$ cat config.mk
export PLATFORM = sky130hd
export DESIGN_NAME = edge_aligned_frequency_measure_top
export DESIGN_NICKNAME = d
export VERILOG_FILES = /design/src/hw/rtl/efm_pkg.sv /design/src/hw/rtl/efm_alu.sv /design/src/hw/rtl/efm_track.sv /design/src/hw/rtl/efm_calc.sv /design/src/hw/rtl/edge_aligned_frequency_measure_top.sv
export VERILOG_INCLUDE_DIRS = /design/src /design/src/hw/rtl
export SDC_FILE = /design/constraint.sdc
export NUM_CORES = 2
export LEC_CHECK = 0
export BUFFER_PORTS_ARGS = -buffer_cell sky130_fd_sc_hd__buf_2
export CAP_MARGIN = 20
export CORE_MARGIN = 2
export CORE_UTILIZATION = 61
export DETAILED_ROUTE_END_ITERATION = 10
export GPL_TIMING_DRIVEN = 0
export PLACE_DENSITY = 0.88
export SLEW_MARGIN = 20
export SYNTH_ARGS = -nofsm -noshare
export SYNTH_HDL_FRONTEND = slang
export SYNTH_HIERARCHICAL = 1
export SYNTH_SLANG_ARGS = --single-unit
$ cat constraint.sdc
create_clock -name clock -period 24.7 [get_ports clock]
set_input_delay 3.705 -clock clock [delete_from_list [all_inputs] [get_ports clock]]
set_output_delay 3.705 -clock clock [all_outputs]
set_load 0.01 [all_outputs]
$ cat src/hw/rtl/edge_aligned_frequency_measure_top_assert.svh
// Assertion macros shared by the frequency measurement block.
`ifndef EDGE_ALIGNED_FREQUENCY_MEASURE_TOP_ASSERT_SVH
`define EDGE_ALIGNED_FREQUENCY_MEASURE_TOP_ASSERT_SVH

// Same-cycle implication, off during reset.
`define EFM_ASSERT_SAME(label, clk, rst, ante, cons, msg) \
   label: assert property (@(posedge clk) disable iff (rst) (ante) |-> (cons)) \
      else $error(msg);

// Next-cycle implication, off during reset.
`define EFM_ASSERT_NEXT(label, clk, rst, ante, cons, msg) \
   label: assert property (@(posedge clk) disable iff (rst) (ante) |=> (cons)) \
      else $error(msg);

`endif

$ cat src/hw/rtl/efm_pkg.sv
package efm_pkg;

   // Widths fixed by the item format
   localparam int COUNTER_WIDTH_DEFAULT = 64;
   localparam int DATA_W = 64;
   localparam int HZ_W = 32;
   localparam int ALU_W = DATA_W + 1;
   localparam int STEP_W = 6;
   localparam int MUL_STEPS = HZ_W;
   localparam int DIV_STEPS = DATA_W;
   localparam int CSR_IDX_W = 3;

   localparam logic [HZ_W-1:0] PPM_SCALE = 32'd1000000;

   // Register indexes
   localparam logic [CSR_IDX_W-1:0] CSR_RULER_MASK = 3'd0;
   localparam logic [CSR_IDX_W-1:0] CSR_PROBE_MASK = 3'd1;
   localparam logic [CSR_IDX_W-1:0] CSR_SPAN = 3'd2;
   localparam logic [CSR_IDX_W-1:0] CSR_BUDGET = 3'd3;
   localparam logic [CSR_IDX_W-1:0] CSR_RULER_HZ = 3'd4;

   // Register reset values
   localparam logic [DATA_W-1:0] SPAN_RESET = 64'd1000;
   localparam logic [DATA_W-1:0] BUDGET_RESET = 64'd1000000000;
   localparam logic [HZ_W-1:0] RULER_HZ_RESET = 32'd1193182;

   typedef enum logic [1:0] {
      ST_OK = 2'd0,
      ST_TIMEOUT = 2'd1,
      ST_DEGEN = 2'd2
   } status_type;

   typedef enum logic [2:0] {
      PH_IDLE = 3'd0,
      PH_FIRST = 3'd1,
      PH_SPAN = 3'd2,
      PH_FRESH = 3'd3,
      PH_SECOND = 3'd4
   } phase_type;

   typedef enum logic [3:0] {
      C_IDLE,
      C_D0,
      C_D1,
      C_M0,
      C_M1,
      C_SUB,
      C_CNT,
      C_WIN,
      C_PPM_MUL,
      C_PPM_DIV,
      C_HZ_MUL,
      C_HZ_DIV,
      C_FINISH
   } calc_state_type;

   typedef struct packed {
      logic [DATA_W-1:0] ruler_mask;
      logic [DATA_W-1:0] probe_mask;
      logic [DATA_W-1:0] span;
      logic [DATA_W-1:0] budget;
      logic [HZ_W-1:0] ruler_hz;
   } cfg_type;

   typedef struct packed {
      logic emit_timeout;
      logic launch;
   } track_evt_type;

   typedef struct packed {
      status_type status;
      logic [DATA_W-1:0] ruler_counts;
      logic [DATA_W-1:0] subject_counts;
      logic [DATA_W-1:0] window;
      logic [DATA_W-1:0] frequency_hz;
      logic [DATA_W-1:0] window_ppm;
   } result_type;

endpackage

$ cat src/hw/rtl/efm_alu.sv
module efm_alu (
   input logic [efm_pkg::ALU_W-1:0] op_a,
   input logic [efm_pkg::ALU_W-1:0] op_b,
   input logic op_sub,
   output logic [efm_pkg::ALU_W:0] sum
);

   logic [efm_pkg::ALU_W:0] b_ext;

   // Add or subtract; on subtract the top bit is set when op_a >= op_b
   always_comb begin
      b_ext = {1'b0, (op_sub ? ~op_b : op_b)};
      sum = {1'b0, op_a} + b_ext + {{efm_pkg::ALU_W{1'b0}}, op_sub};
   end

endmodule

$ cat src/hw/rtl/efm_track.sv
module efm_track #(
   parameter int COUNTER_WIDTH = efm_pkg::COUNTER_WIDTH_DEFAULT
) (
   input logic clock,
   input logic reset,
   input logic accept,
   input logic restart,
   input logic [COUNTER_WIDTH-1:0] value,
   input logic [COUNTER_WIDTH-1:0] pre_read,
   input logic [COUNTER_WIDTH-1:0] after,
   input logic [efm_pkg::DATA_W-1:0] timestamp,
   input efm_pkg::cfg_type cfg,
   output efm_pkg::phase_type phase,
   output efm_pkg::track_evt_type evt,
   output logic [COUNTER_WIDTH-1:0] first_value,
   output logic [COUNTER_WIDTH-1:0] first_before,
   output logic [COUNTER_WIDTH-1:0] first_after
);

   efm_pkg::phase_type phase_ff, phase_in;
   logic [COUNTER_WIDTH-1:0] edge_ref_ff, edge_ref_in;
   logic [efm_pkg::DATA_W-1:0] start_time_ff, start_time_in;
   logic [COUNTER_WIDTH-1:0] first_value_ff, first_value_in;
   logic [COUNTER_WIDTH-1:0] first_before_ff, first_before_in;
   logic [COUNTER_WIDTH-1:0] first_after_ff, first_after_in;

   logic [efm_pkg::DATA_W-1:0] elapsed;
   logic timed_out;
   logic [COUNTER_WIDTH-1:0] span_gap;
   logic [efm_pkg::DATA_W-1:0] span_gap_ext;
   logic span_met;

   // Timeout and span checks against the current read
   always_comb begin
      elapsed = timestamp - start_time_ff;
      timed_out = elapsed > cfg.budget;
      span_gap = (value - first_value_ff) & cfg.ruler_mask[COUNTER_WIDTH-1:0];
      span_gap_ext = '0;
      span_gap_ext[COUNTER_WIDTH-1:0] = span_gap;
      span_met = span_gap_ext >= cfg.span;
   end

   // Advance the measurement phase on each transfer
   always_comb begin
      phase_in = phase_ff;
      edge_ref_in = edge_ref_ff;
      start_time_in = start_time_ff;
      first_value_in = first_value_ff;
      first_before_in = first_before_ff;
      first_after_in = first_after_ff;
      evt = '0;
      if (accept) begin
         if (restart) begin
            edge_ref_in = value;
            start_time_in = timestamp;
            phase_in = efm_pkg::PH_FIRST;
         end else begin
            case (phase_ff)
               efm_pkg::PH_FIRST: begin
                  if (value != edge_ref_ff) begin
                     first_value_in = value;
                     first_before_in = pre_read;
                     first_after_in = after;
                     phase_in = efm_pkg::PH_SPAN;
                  end else if (timed_out) begin
                     evt.emit_timeout = 1'b1;
                     phase_in = efm_pkg::PH_IDLE;
                  end
               end
               efm_pkg::PH_SPAN: begin
                  if (timed_out) begin
                     evt.emit_timeout = 1'b1;
                     phase_in = efm_pkg::PH_IDLE;
                  end else if (span_met) begin
                     phase_in = efm_pkg::PH_FRESH;
                  end
               end
               efm_pkg::PH_FRESH: begin
                  edge_ref_in = value;
                  phase_in = efm_pkg::PH_SECOND;
               end
               efm_pkg::PH_SECOND: begin
                  if (value != edge_ref_ff) begin
                     evt.launch = 1'b1;
                     phase_in = efm_pkg::PH_IDLE;
                  end else if (timed_out) begin
                     evt.emit_timeout = 1'b1;
                     phase_in = efm_pkg::PH_IDLE;
                  end
               end
               default: begin
                  phase_in = efm_pkg::PH_IDLE;
               end
            endcase
         end
      end
   end

   always_ff @(posedge clock) begin
      if (reset) begin
         phase_ff <= efm_pkg::PH_IDLE;
      end else begin
         phase_ff <= phase_in;
      end
   end

   always_ff @(posedge clock) begin
      edge_ref_ff <= edge_ref_in;
      start_time_ff <= start_time_in;
      first_value_ff <= first_value_in;
      first_before_ff <= first_before_in;
      first_after_ff <= first_after_in;
   end

   assign phase = phase_ff;
   assign first_value = first_value_ff;
   assign first_before = first_before_ff;
   assign first_after = first_after_ff;

endmodule

$ cat src/hw/rtl/efm_calc.sv
module efm_calc #(
   parameter int COUNTER_WIDTH = efm_pkg::COUNTER_WIDTH_DEFAULT
) (
   input logic clock,
   input logic reset,
   input logic launch,
   input logic [COUNTER_WIDTH-1:0] value,
   input logic [COUNTER_WIDTH-1:0] pre_read,
   input logic [COUNTER_WIDTH-1:0] after,
   input logic [COUNTER_WIDTH-1:0] first_value,
   input logic [COUNTER_WIDTH-1:0] first_before,
   input logic [COUNTER_WIDTH-1:0] first_after,
   input efm_pkg::cfg_type cfg,
   output logic busy,
   output logic done,
   output efm_pkg::result_type result
);

   localparam int AW = efm_pkg::ALU_W;
   localparam int DW = efm_pkg::DATA_W;

   efm_pkg::calc_state_type state_ff, state_in;
   logic [COUNTER_WIDTH-1:0] value_ff, value_in;
   logic [COUNTER_WIDTH-1:0] before_ff, before_in;
   logic [COUNTER_WIDTH-1:0] after_ff, after_in;
   logic [COUNTER_WIDTH-1:0] d0_ff, d0_in;
   logic [COUNTER_WIDTH-1:0] d1_ff, d1_in;
   logic [COUNTER_WIDTH-1:0] mid0_ff, mid0_in;
   logic [COUNTER_WIDTH-1:0] mid1_ff, mid1_in;
   logic [COUNTER_WIDTH-1:0] sub_ff, sub_in;
   logic [COUNTER_WIDTH-1:0] cnt_ff, cnt_in;
   logic [DW-1:0] win_ff, win_in;
   logic [DW-1:0] acc_ff, acc_in;
   logic [DW-1:0] mcand_ff, mcand_in;
   logic [efm_pkg::HZ_W-1:0] mplier_ff, mplier_in;
   logic [DW-1:0] rem_ff, rem_in;
   logic [DW-1:0] quo_ff, quo_in;
   logic [DW-1:0] ppm_ff, ppm_in;
   logic [DW-1:0] hz_ff, hz_in;
   logic [efm_pkg::STEP_W-1:0] step_ff, step_in;

   logic [AW-1:0] op_a, op_b;
   logic op_sub;
   logic [AW:0] alu_sum;

   logic [COUNTER_WIDTH-1:0] smask, rmask;
   logic [DW-1:0] sub_ext, cnt_ext;
   logic [AW-1:0] divisor;
   logic [AW-1:0] rem_shift;
   logic [DW-1:0] acc_next;
   logic qbit;
   logic [DW-1:0] rem_next, quo_next;
   logic degenerate;

   efm_alu u_alu (
      .op_a(op_a),
      .op_b(op_b),
      .op_sub(op_sub),
      .sum(alu_sum)
   );

   // Operand forms used by several steps
   always_comb begin
      smask = cfg.probe_mask[COUNTER_WIDTH-1:0];
      rmask = cfg.ruler_mask[COUNTER_WIDTH-1:0];
      sub_ext = '0;
      sub_ext[COUNTER_WIDTH-1:0] = sub_ff;
      cnt_ext = '0;
      cnt_ext[COUNTER_WIDTH-1:0] = cnt_ff;
      divisor = '0;
      divisor[COUNTER_WIDTH-1:0] = (state_ff == efm_pkg::C_PPM_DIV) ? sub_ff : cnt_ff;
      rem_shift = {rem_ff, quo_ff[DW-1]};
      acc_next = mplier_ff[0] ? alu_sum[DW-1:0] : acc_ff;
      qbit = alu_sum[AW];
      rem_next = qbit ? alu_sum[DW-1:0] : rem_shift[DW-1:0];
      quo_next = {quo_ff[DW-2:0], qbit};
      degenerate = (sub_ff == '0) || (cnt_ff == '0);
   end

   // Sequence the shared adder through the final computation
   always_comb begin
      state_in = state_ff;
      value_in = value_ff;
      before_in = before_ff;
      after_in = after_ff;
      d0_in = d0_ff;
      d1_in = d1_ff;
      mid0_in = mid0_ff;
      mid1_in = mid1_ff;
      sub_in = sub_ff;
      cnt_in = cnt_ff;
      win_in = win_ff;
      acc_in = acc_ff;
      mcand_in = mcand_ff;
      mplier_in = mplier_ff;
      rem_in = rem_ff;
      quo_in = quo_ff;
      ppm_in = ppm_ff;
      hz_in = hz_ff;
      step_in = step_ff;
      op_a = '0;
      op_b = '0;
      op_sub = 1'b0;
      done = 1'b0;
      case (state_ff)
         efm_pkg::C_IDLE: begin
            if (launch) begin
               value_in = value;
               before_in = pre_read;
               after_in = after;
               state_in = efm_pkg::C_D0;
            end
         end
         efm_pkg::C_D0: begin
            op_a[COUNTER_WIDTH-1:0] = first_after;
            op_b[COUNTER_WIDTH-1:0] = first_before;
            op_sub = 1'b1;
            d0_in = alu_sum[COUNTER_WIDTH-1:0] & smask;
            state_in = efm_pkg::C_D1;
         end
         efm_pkg::C_D1: begin
            op_a[COUNTER_WIDTH-1:0] = after_ff;
            op_b[COUNTER_WIDTH-1:0] = before_ff;
            op_sub = 1'b1;
            d1_in = alu_sum[COUNTER_WIDTH-1:0] & smask;
            state_in = efm_pkg::C_M0;
         end
         efm_pkg::C_M0: begin
            op_a[COUNTER_WIDTH-1:0] = first_before;
            op_b[COUNTER_WIDTH-1:0] = d0_ff >> 1;
            mid0_in = alu_sum[COUNTER_WIDTH-1:0];
            state_in = efm_pkg::C_M1;
         end
         efm_pkg::C_M1: begin
            op_a[COUNTER_WIDTH-1:0] = before_ff;
            op_b[COUNTER_WIDTH-1:0] = d1_ff >> 1;
            mid1_in = alu_sum[COUNTER_WIDTH-1:0];
            state_in = efm_pkg::C_SUB;
         end
         efm_pkg::C_SUB: begin
            op_a[COUNTER_WIDTH-1:0] = mid1_ff;
            op_b[COUNTER_WIDTH-1:0] = mid0_ff;
            op_sub = 1'b1;
            sub_in = alu_sum[COUNTER_WIDTH-1:0] & smask;
            state_in = efm_pkg::C_CNT;
         end
         efm_pkg::C_CNT: begin
            op_a[COUNTER_WIDTH-1:0] = value_ff;
            op_b[COUNTER_WIDTH-1:0] = first_value;
            op_sub = 1'b1;
            cnt_in = alu_sum[COUNTER_WIDTH-1:0] & rmask;
            state_in = efm_pkg::C_WIN;
         end
         efm_pkg::C_WIN: begin
            op_a[COUNTER_WIDTH-1:0] = d0_ff;
            op_b[COUNTER_WIDTH-1:0] = d1_ff;
            win_in = alu_sum[DW-1:0];
            if (sub_ff != '0) begin
               acc_in = '0;
               mcand_in = alu_sum[DW-1:0];
               mplier_in = efm_pkg::PPM_SCALE;
               step_in = efm_pkg::STEP_W'(efm_pkg::MUL_STEPS - 1);
               state_in = efm_pkg::C_PPM_MUL;
            end else begin
               ppm_in = '0;
               state_in = efm_pkg::C_FINISH;
            end
         end
         efm_pkg::C_PPM_MUL, efm_pkg::C_HZ_MUL: begin
            // shift-add, one multiplier bit per cycle, wraps at 64 bits
            op_a[DW-1:0] = acc_ff;
            op_b[DW-1:0] = mcand_ff;
            acc_in = acc_next;
            mcand_in = mcand_ff << 1;
            mplier_in = mplier_ff >> 1;
            step_in = step_ff - 1'b1;
            if (step_ff == '0) begin
               quo_in = acc_next;
               rem_in = '0;
               step_in = efm_pkg::STEP_W'(efm_pkg::DIV_STEPS - 1);
               state_in = (state_ff == efm_pkg::C_PPM_MUL) ? efm_pkg::C_PPM_DIV
                                                           : efm_pkg::C_HZ_DIV;
            end
         end
         efm_pkg::C_PPM_DIV, efm_pkg::C_HZ_DIV: begin
            // restoring division, one quotient bit per cycle
            op_a = rem_shift;
            op_b = divisor;
            op_sub = 1'b1;
            rem_in = rem_next;
            quo_in = quo_next;
            step_in = step_ff - 1'b1;
            if (step_ff == '0) begin
               if (state_ff == efm_pkg::C_PPM_DIV) begin
                  ppm_in = quo_next;
                  if (cnt_ff != '0) begin
                     acc_in = '0;
                     mcand_in = sub_ext;
                     mplier_in = cfg.ruler_hz;
                     step_in = efm_pkg::STEP_W'(efm_pkg::MUL_STEPS - 1);
                     state_in = efm_pkg::C_HZ_MUL;
                  end else begin
                     state_in = efm_pkg::C_FINISH;
                  end
               end else begin
                  hz_in = quo_next;
                  state_in = efm_pkg::C_FINISH;
               end
            end
         end
         efm_pkg::C_FINISH: begin
            done = 1'b1;
            state_in = efm_pkg::C_IDLE;
         end
         default: begin
            state_in = efm_pkg::C_IDLE;
         end
      endcase
   end

   always_ff @(posedge clock) begin
      if (reset) begin
         state_ff <= efm_pkg::C_IDLE;
      end else begin
         state_ff <= state_in;
      end
   end

   always_ff @(posedge clock) begin
      value_ff <= value_in;
      before_ff <= before_in;
      after_ff <= after_in;
      d0_ff <= d0_in;
      d1_ff <= d1_in;
      mid0_ff <= mid0_in;
      mid1_ff <= mid1_in;
      sub_ff <= sub_in;
      cnt_ff <= cnt_in;
      win_ff <= win_in;
      acc_ff <= acc_in;
      mcand_ff <= mcand_in;
      mplier_ff <= mplier_in;
      rem_ff <= rem_in;
      quo_ff <= quo_in;
      ppm_ff <= ppm_in;
      hz_ff <= hz_in;
      step_ff <= step_in;
   end

   // Hand over the finished result
   always_comb begin
      result.status = degenerate ? efm_pkg::ST_DEGEN : efm_pkg::ST_OK;
      result.ruler_counts = cnt_ext;
      result.subject_counts = sub_ext;
      result.window = win_ff;
      result.frequency_hz = degenerate ? '0 : hz_ff;
      result.window_ppm = ppm_ff;
   end

   assign busy = (state_ff != efm_pkg::C_IDLE);

endmodule

$ cat src/hw/rtl/edge_aligned_frequency_measure_top.sv
// Channel   Direction  Handshake            Carries
// req_*     in         req_valid/req_stall  restart, subject reads, ruler read, timestamp
// rsp_*     out        rsp_valid/rsp_stall  status, counts, window, frequency, ppm
// csr_*     in         csr_write_en         register index and write data
//
// An item that sees the closing edge starts the final computation on the shared
// adder: setup steps D0 to WIN, a shift-add multiply and a restoring divide for
// ppm, the same again for frequency, a finish step; fewer steps when counts or
// subject delta are zero. Reset is synchronous, active high, and returns state and
// config registers to defaults with no clearing pass. The request side stalls during
// the computation, and while a result waits when the next item could produce another.
module edge_aligned_frequency_measure_top #(
   parameter int COUNTER_WIDTH = efm_pkg::COUNTER_WIDTH_DEFAULT
) (
   input logic clock,
   input logic reset,
   input logic req_valid,
   output logic req_stall,
   input logic req_restart,
   input logic [63:0] req_subject_before,
   input logic [63:0] req_ruler_value,
   input logic [63:0] req_subject_after,
   input logic [63:0] req_timestamp,
   output logic rsp_valid,
   input logic rsp_stall,
   output logic [1:0] rsp_status,
   output logic [63:0] rsp_ruler_counts,
   output logic [63:0] rsp_subject_counts,
   output logic [63:0] rsp_window,
   output logic [63:0] rsp_frequency_hz,
   output logic [63:0] rsp_window_ppm,
   input logic csr_write_en,
   input logic [efm_pkg::CSR_IDX_W-1:0] csr_index,
   input logic [63:0] csr_wdata
);

   `include "edge_aligned_frequency_measure_top_assert.svh"

   efm_pkg::cfg_type cfg_ff, cfg_in;
   logic rsp_valid_ff, rsp_valid_in;
   efm_pkg::result_type rsp_ff, rsp_in;

   logic req_accept;
   logic [COUNTER_WIDTH-1:0] value_m, before_m, after_m;
   efm_pkg::phase_type phase;
   efm_pkg::track_evt_type evt;
   logic [COUNTER_WIDTH-1:0] first_value, first_before, first_after;
   logic calc_busy, calc_done;
   efm_pkg::result_type calc_result;
   logic may_emit;

   // Register writes
   always_comb begin
      cfg_in = cfg_ff;
      if (csr_write_en) begin
         case (csr_index)
            efm_pkg::CSR_RULER_MASK: cfg_in.ruler_mask = csr_wdata;
            efm_pkg::CSR_PROBE_MASK: cfg_in.probe_mask = csr_wdata;
            efm_pkg::CSR_SPAN: cfg_in.span = csr_wdata;
            efm_pkg::CSR_BUDGET: cfg_in.budget = csr_wdata;
            efm_pkg::CSR_RULER_HZ: cfg_in.ruler_hz = csr_wdata[efm_pkg::HZ_W-1:0];
            default: cfg_in = cfg_ff;
         endcase
      end
   end

   always_ff @(posedge clock) begin
      if (reset) begin
         cfg_ff.ruler_mask <= '1;
         cfg_ff.probe_mask <= '1;
         cfg_ff.span <= efm_pkg::SPAN_RESET;
         cfg_ff.budget <= efm_pkg::BUDGET_RESET;
         cfg_ff.ruler_hz <= efm_pkg::RULER_HZ_RESET;
      end else begin
         cfg_ff <= cfg_in;
      end
   end

   // Trim item fields to the counter width
   always_comb begin
      value_m = req_ruler_value[COUNTER_WIDTH-1:0] & cfg_ff.ruler_mask[COUNTER_WIDTH-1:0];
      before_m = req_subject_before[COUNTER_WIDTH-1:0];
      after_m = req_subject_after[COUNTER_WIDTH-1:0];
   end

   // Hold off items during the computation, and items that could produce a result the output cannot take
   assign may_emit = (phase != efm_pkg::PH_IDLE) && (phase != efm_pkg::PH_FRESH);
   assign req_stall = calc_busy || (rsp_valid_ff && rsp_stall && may_emit);
   assign req_accept = req_valid && !req_stall;

   efm_track #(
      .COUNTER_WIDTH(COUNTER_WIDTH)
   ) u_track (
      .clock(clock),
      .reset(reset),
      .accept(req_accept),
      .restart(req_restart),
      .value(value_m),
      .pre_read(before_m),
      .after(after_m),
      .timestamp(req_timestamp),
      .cfg(cfg_ff),
      .phase(phase),
      .evt(evt),
      .first_value(first_value),
      .first_before(first_before),
      .first_after(first_after)
   );

   efm_calc #(
      .COUNTER_WIDTH(COUNTER_WIDTH)
   ) u_calc (
      .clock(clock),
      .reset(reset),
      .launch(evt.launch),
      .value(value_m),
      .pre_read(before_m),
      .after(after_m),
      .first_value(first_value),
      .first_before(first_before),
      .first_after(first_after),
      .cfg(cfg_ff),
      .busy(calc_busy),
      .done(calc_done),
      .result(calc_result)
   );

   // Output register: drop on transfer, load a timeout or a finished result
   always_comb begin
      rsp_valid_in = rsp_valid_ff && rsp_stall;
      rsp_in = rsp_ff;
      if (evt.emit_timeout) begin
         rsp_valid_in = 1'b1;
         rsp_in = '0;
         rsp_in.status = efm_pkg::ST_TIMEOUT;
      end else if (calc_done) begin
         rsp_valid_in = 1'b1;
         rsp_in = calc_result;
      end
   end

   always_ff @(posedge clock) begin
      if (reset) begin
         rsp_valid_ff <= 1'b0;
      end else begin
         rsp_valid_ff <= rsp_valid_in;
      end
   end

   always_ff @(posedge clock) begin
      rsp_ff <= rsp_in;
   end

   assign rsp_valid = rsp_valid_ff;
   assign rsp_status = rsp_ff.status;
   assign rsp_ruler_counts = rsp_ff.ruler_counts;
   assign rsp_subject_counts = rsp_ff.subject_counts;
   assign rsp_window = rsp_ff.window;
   assign rsp_frequency_hz = rsp_ff.frequency_hz;
   assign rsp_window_ppm = rsp_ff.window_ppm;

   `EFM_ASSERT_NEXT(a_launch_starts_calc, clock, reset, evt.launch, calc_busy,
      "launch did not start the computation")
   `EFM_ASSERT_SAME(a_done_slot_free, clock, reset, calc_done, !rsp_valid_ff,
      "result finished while output still full")
   `EFM_ASSERT_SAME(a_timeout_slot_free, clock, reset, evt.emit_timeout,
      !rsp_valid_ff || !rsp_stall, "timeout raised while output blocked")
   `EFM_ASSERT_SAME(a_calc_status, clock, reset, calc_done,
      calc_result.status != efm_pkg::ST_TIMEOUT, "computation gave timeout status")

endmodule

==> results.json <==
{
  "rows": 144,
  "grt_pass1_wl_um": 527000,
  "grt-ovfl-total": 0,
  "dpl.cell_count": 10800,
  "nets": 9633,
  "rsz0062_at_grt": "false",
  "avgSynthCellArea_um2": 11.7,
  "cts_hold_buf": 0,
  "die_x_um": 397,
  "p_leak_nw": 41.1,
  "portBuffers": 652,
  "hold_viol": 0,
  "timing.final.crit_share": 0.450,
  "peakVddDrop_mv": 0.0679,
  "viasPerCell": 6.73,
  "track_usage": 0.477,
  "core_um2": 154000,
  "post_drt_wl_per_cell_um": 34.4,
  "cts_sinks": 2000,
  "critPathBufInv": 5,
  "wirelength_um": 387000,
  "dr.pass1.iters": 7,
  "gp_congestion": 1.10,
  "final-max-slew-violation-count": 0,
  "period_needed_ps": 11110,
  "slowest_delay_ps": 790,
  "pwr_density_cell_nw_per_um2": 78.5,
  "cpMostUsedCell": "buf_2",
  "h-tree-depth": 4,
  "clk_pin_slew_ps": 60,
  "start_kind": "input pin",
  "path_max_fanout": 13,
  "hold_slack_ps": 475,
  "crit_family": "compound AO/OA/AOI/OAI gates",
  "cts.path.max_buffers": 3,
  "cts_resized": 0,
  "clk_latency_ps": 860,
  "register_area_um2": 53900,
  "initial_utilization": 0.613,
  "remaining_drc_errors": 0,
  "top_register": "cfg_ff",
  "grt_start_max_net_pins": 59,
  "antenna_found_initial": 58,
  "skew_ps": 35.6,
  "total_power_mw": 8.53,
  "cts_tree": "yes",
  "fillers": 10500,
  "largest_register_ffs": 288,
  "worst_path_max_delay_cell": "buf_2",
  "grt_pass1_vias": 72100,
  "synthCells": 8047,
  "tightest_slew_ps": 1360,
  "hold_path_class": "flip-flop to flip-flop",
  "max_freq_ghz": 0.0900,
  "drive_gt1_frac": 0.148,
  "end_kind": "flip-flop",
  "drv_cap": 0,
  "syn_to_final_growth_pct": 15.3,
  "postCtsSetupRepairBufs": 0,
  "ctsRootBufferMaster": "clkbuf_16",
  "maxSlewHeadroom": 0.0902,
  "drtIter0Drc": 11900,
  "status": "completed",
  "multi_input_area_um2": 37400,
  "cts_made_buffers": 202,
  "required_ps": 25390,
  "die_h_um": 397,
  "yosysWarningCount": 6,
  "die_area_um2": 158000,
  "synthesis.area_um2": 94300,
  "num_io_pins": 653,
  "arrival_ps": 11810,
  "postLayoutCoreUtil": 0.707,
  "path_class": "input pin to flip-flop",
  "hpwlAfterDp_um": 303000,
  "final-instance-count-excl-fill": 11200,
  "ant_nets": 0,
  "setup-tns-final_ps": 0,
  "setup_viol": 0,
  "vias": 75600
}
## tightest hold or removal path, cell delays in order, from the launching register on
cell      delay, ps
dfxtp_1         310
nand2b_1         60
mux2i_1          60
## per-stage QoR
| stage | setup slack (ps) | instance area [µm²] |
|---|---|---|
| 3_3_place_gp | -3280 | 100000 |
| 6_report | 13590 | 109000 |
| 5_1_grt | 13690 | 109000 |
| 2_1_floorplan | 6310 | 94300 |
| 3_5_place_dp | 13240 | 102000 |
| 4_1_cts | 14070 | 108000 |
## area by class of cell
cell class / count / area share
flip-flops and latches: 2000 / 0.496
inverters: 317 / 0.0109
plain buffers: 452 / 0.0216
repair buffers: 730 / 0.0408
diodes: 42 / 0.000967
well taps: 2044 / 0.0235
clock buffers: 287 / 0.0527
multi-input cells: 5279 / 0.344
clock inverters: 95 / 0.0101
## path summary, 6_finish.rpt
kind                                   startpoint                                end  slack, ps  depth (start not counted)
setup / recovery                req_timestamp[17]  rsp_ruler_counts[23]$_SDFFE_PP0P_      13590                         25
setup reg to reg  u_calc/state_ff[0]$_SDFFE_PP0P_    u_calc/rem_ff[60]$_SDFFCE_PP0P_      14390                         24
hold / removal           cfg_ff[147]$_SDFFE_PP0P_           cfg_ff[147]$_SDFFE_PP0P_        470                          2
hold reg to reg          cfg_ff[147]$_SDFFE_PP0P_           cfg_ff[147]$_SDFFE_PP0P_        470                          2
## layout by cell type (no fill, tap or decap), types with 40 or more instances in the layout
cell type and count:
xor2_1 117, and3_1 86, a21oi_1 383, o21ai_0 213, xnor2_1 136, ha_1 319, nor4_1 50, inv_1 317
dfxtp_1 618, clkbuf_1 251, nand4_1 210, a21o_1 129, buf_2 785, nand2b_1 225, nand3_1 66, mux2i_1 886
nand2_1 252, clkbuf_16 210, a221oi_1 86, edfxtp_1 1382, nor2_1 938, buf_6 40, a22o_1 80, buf_4 71
a22oi_1 355, and2_1 321, diode_2 42
## report_power, final
group          leakage (nW)  total [mW]  internal [mW]  switching (mW)
clock network          3.32        3.17           1.79            1.39
registers              17.8        4.10           3.87           0.235
logic                  20.1        1.26          0.501           0.755
total                  41.1        8.53           6.16            2.38
## routing by layer
| layer | global-route usage | wire length [µm] | part of all wire |
|---|---|---|---|
| met1 | 0.579 | 132000 | 0.34 |
| met2 | 0.715 | 166000 | 0.43 |
| met3 | 0.176 | 57500 | 0.15 |
| met4 | 0.313 | 30800 | 0.080 |
| met5 | 0.00182 | 186 | 0.00048 |
(Power assumes the default switching activity.)
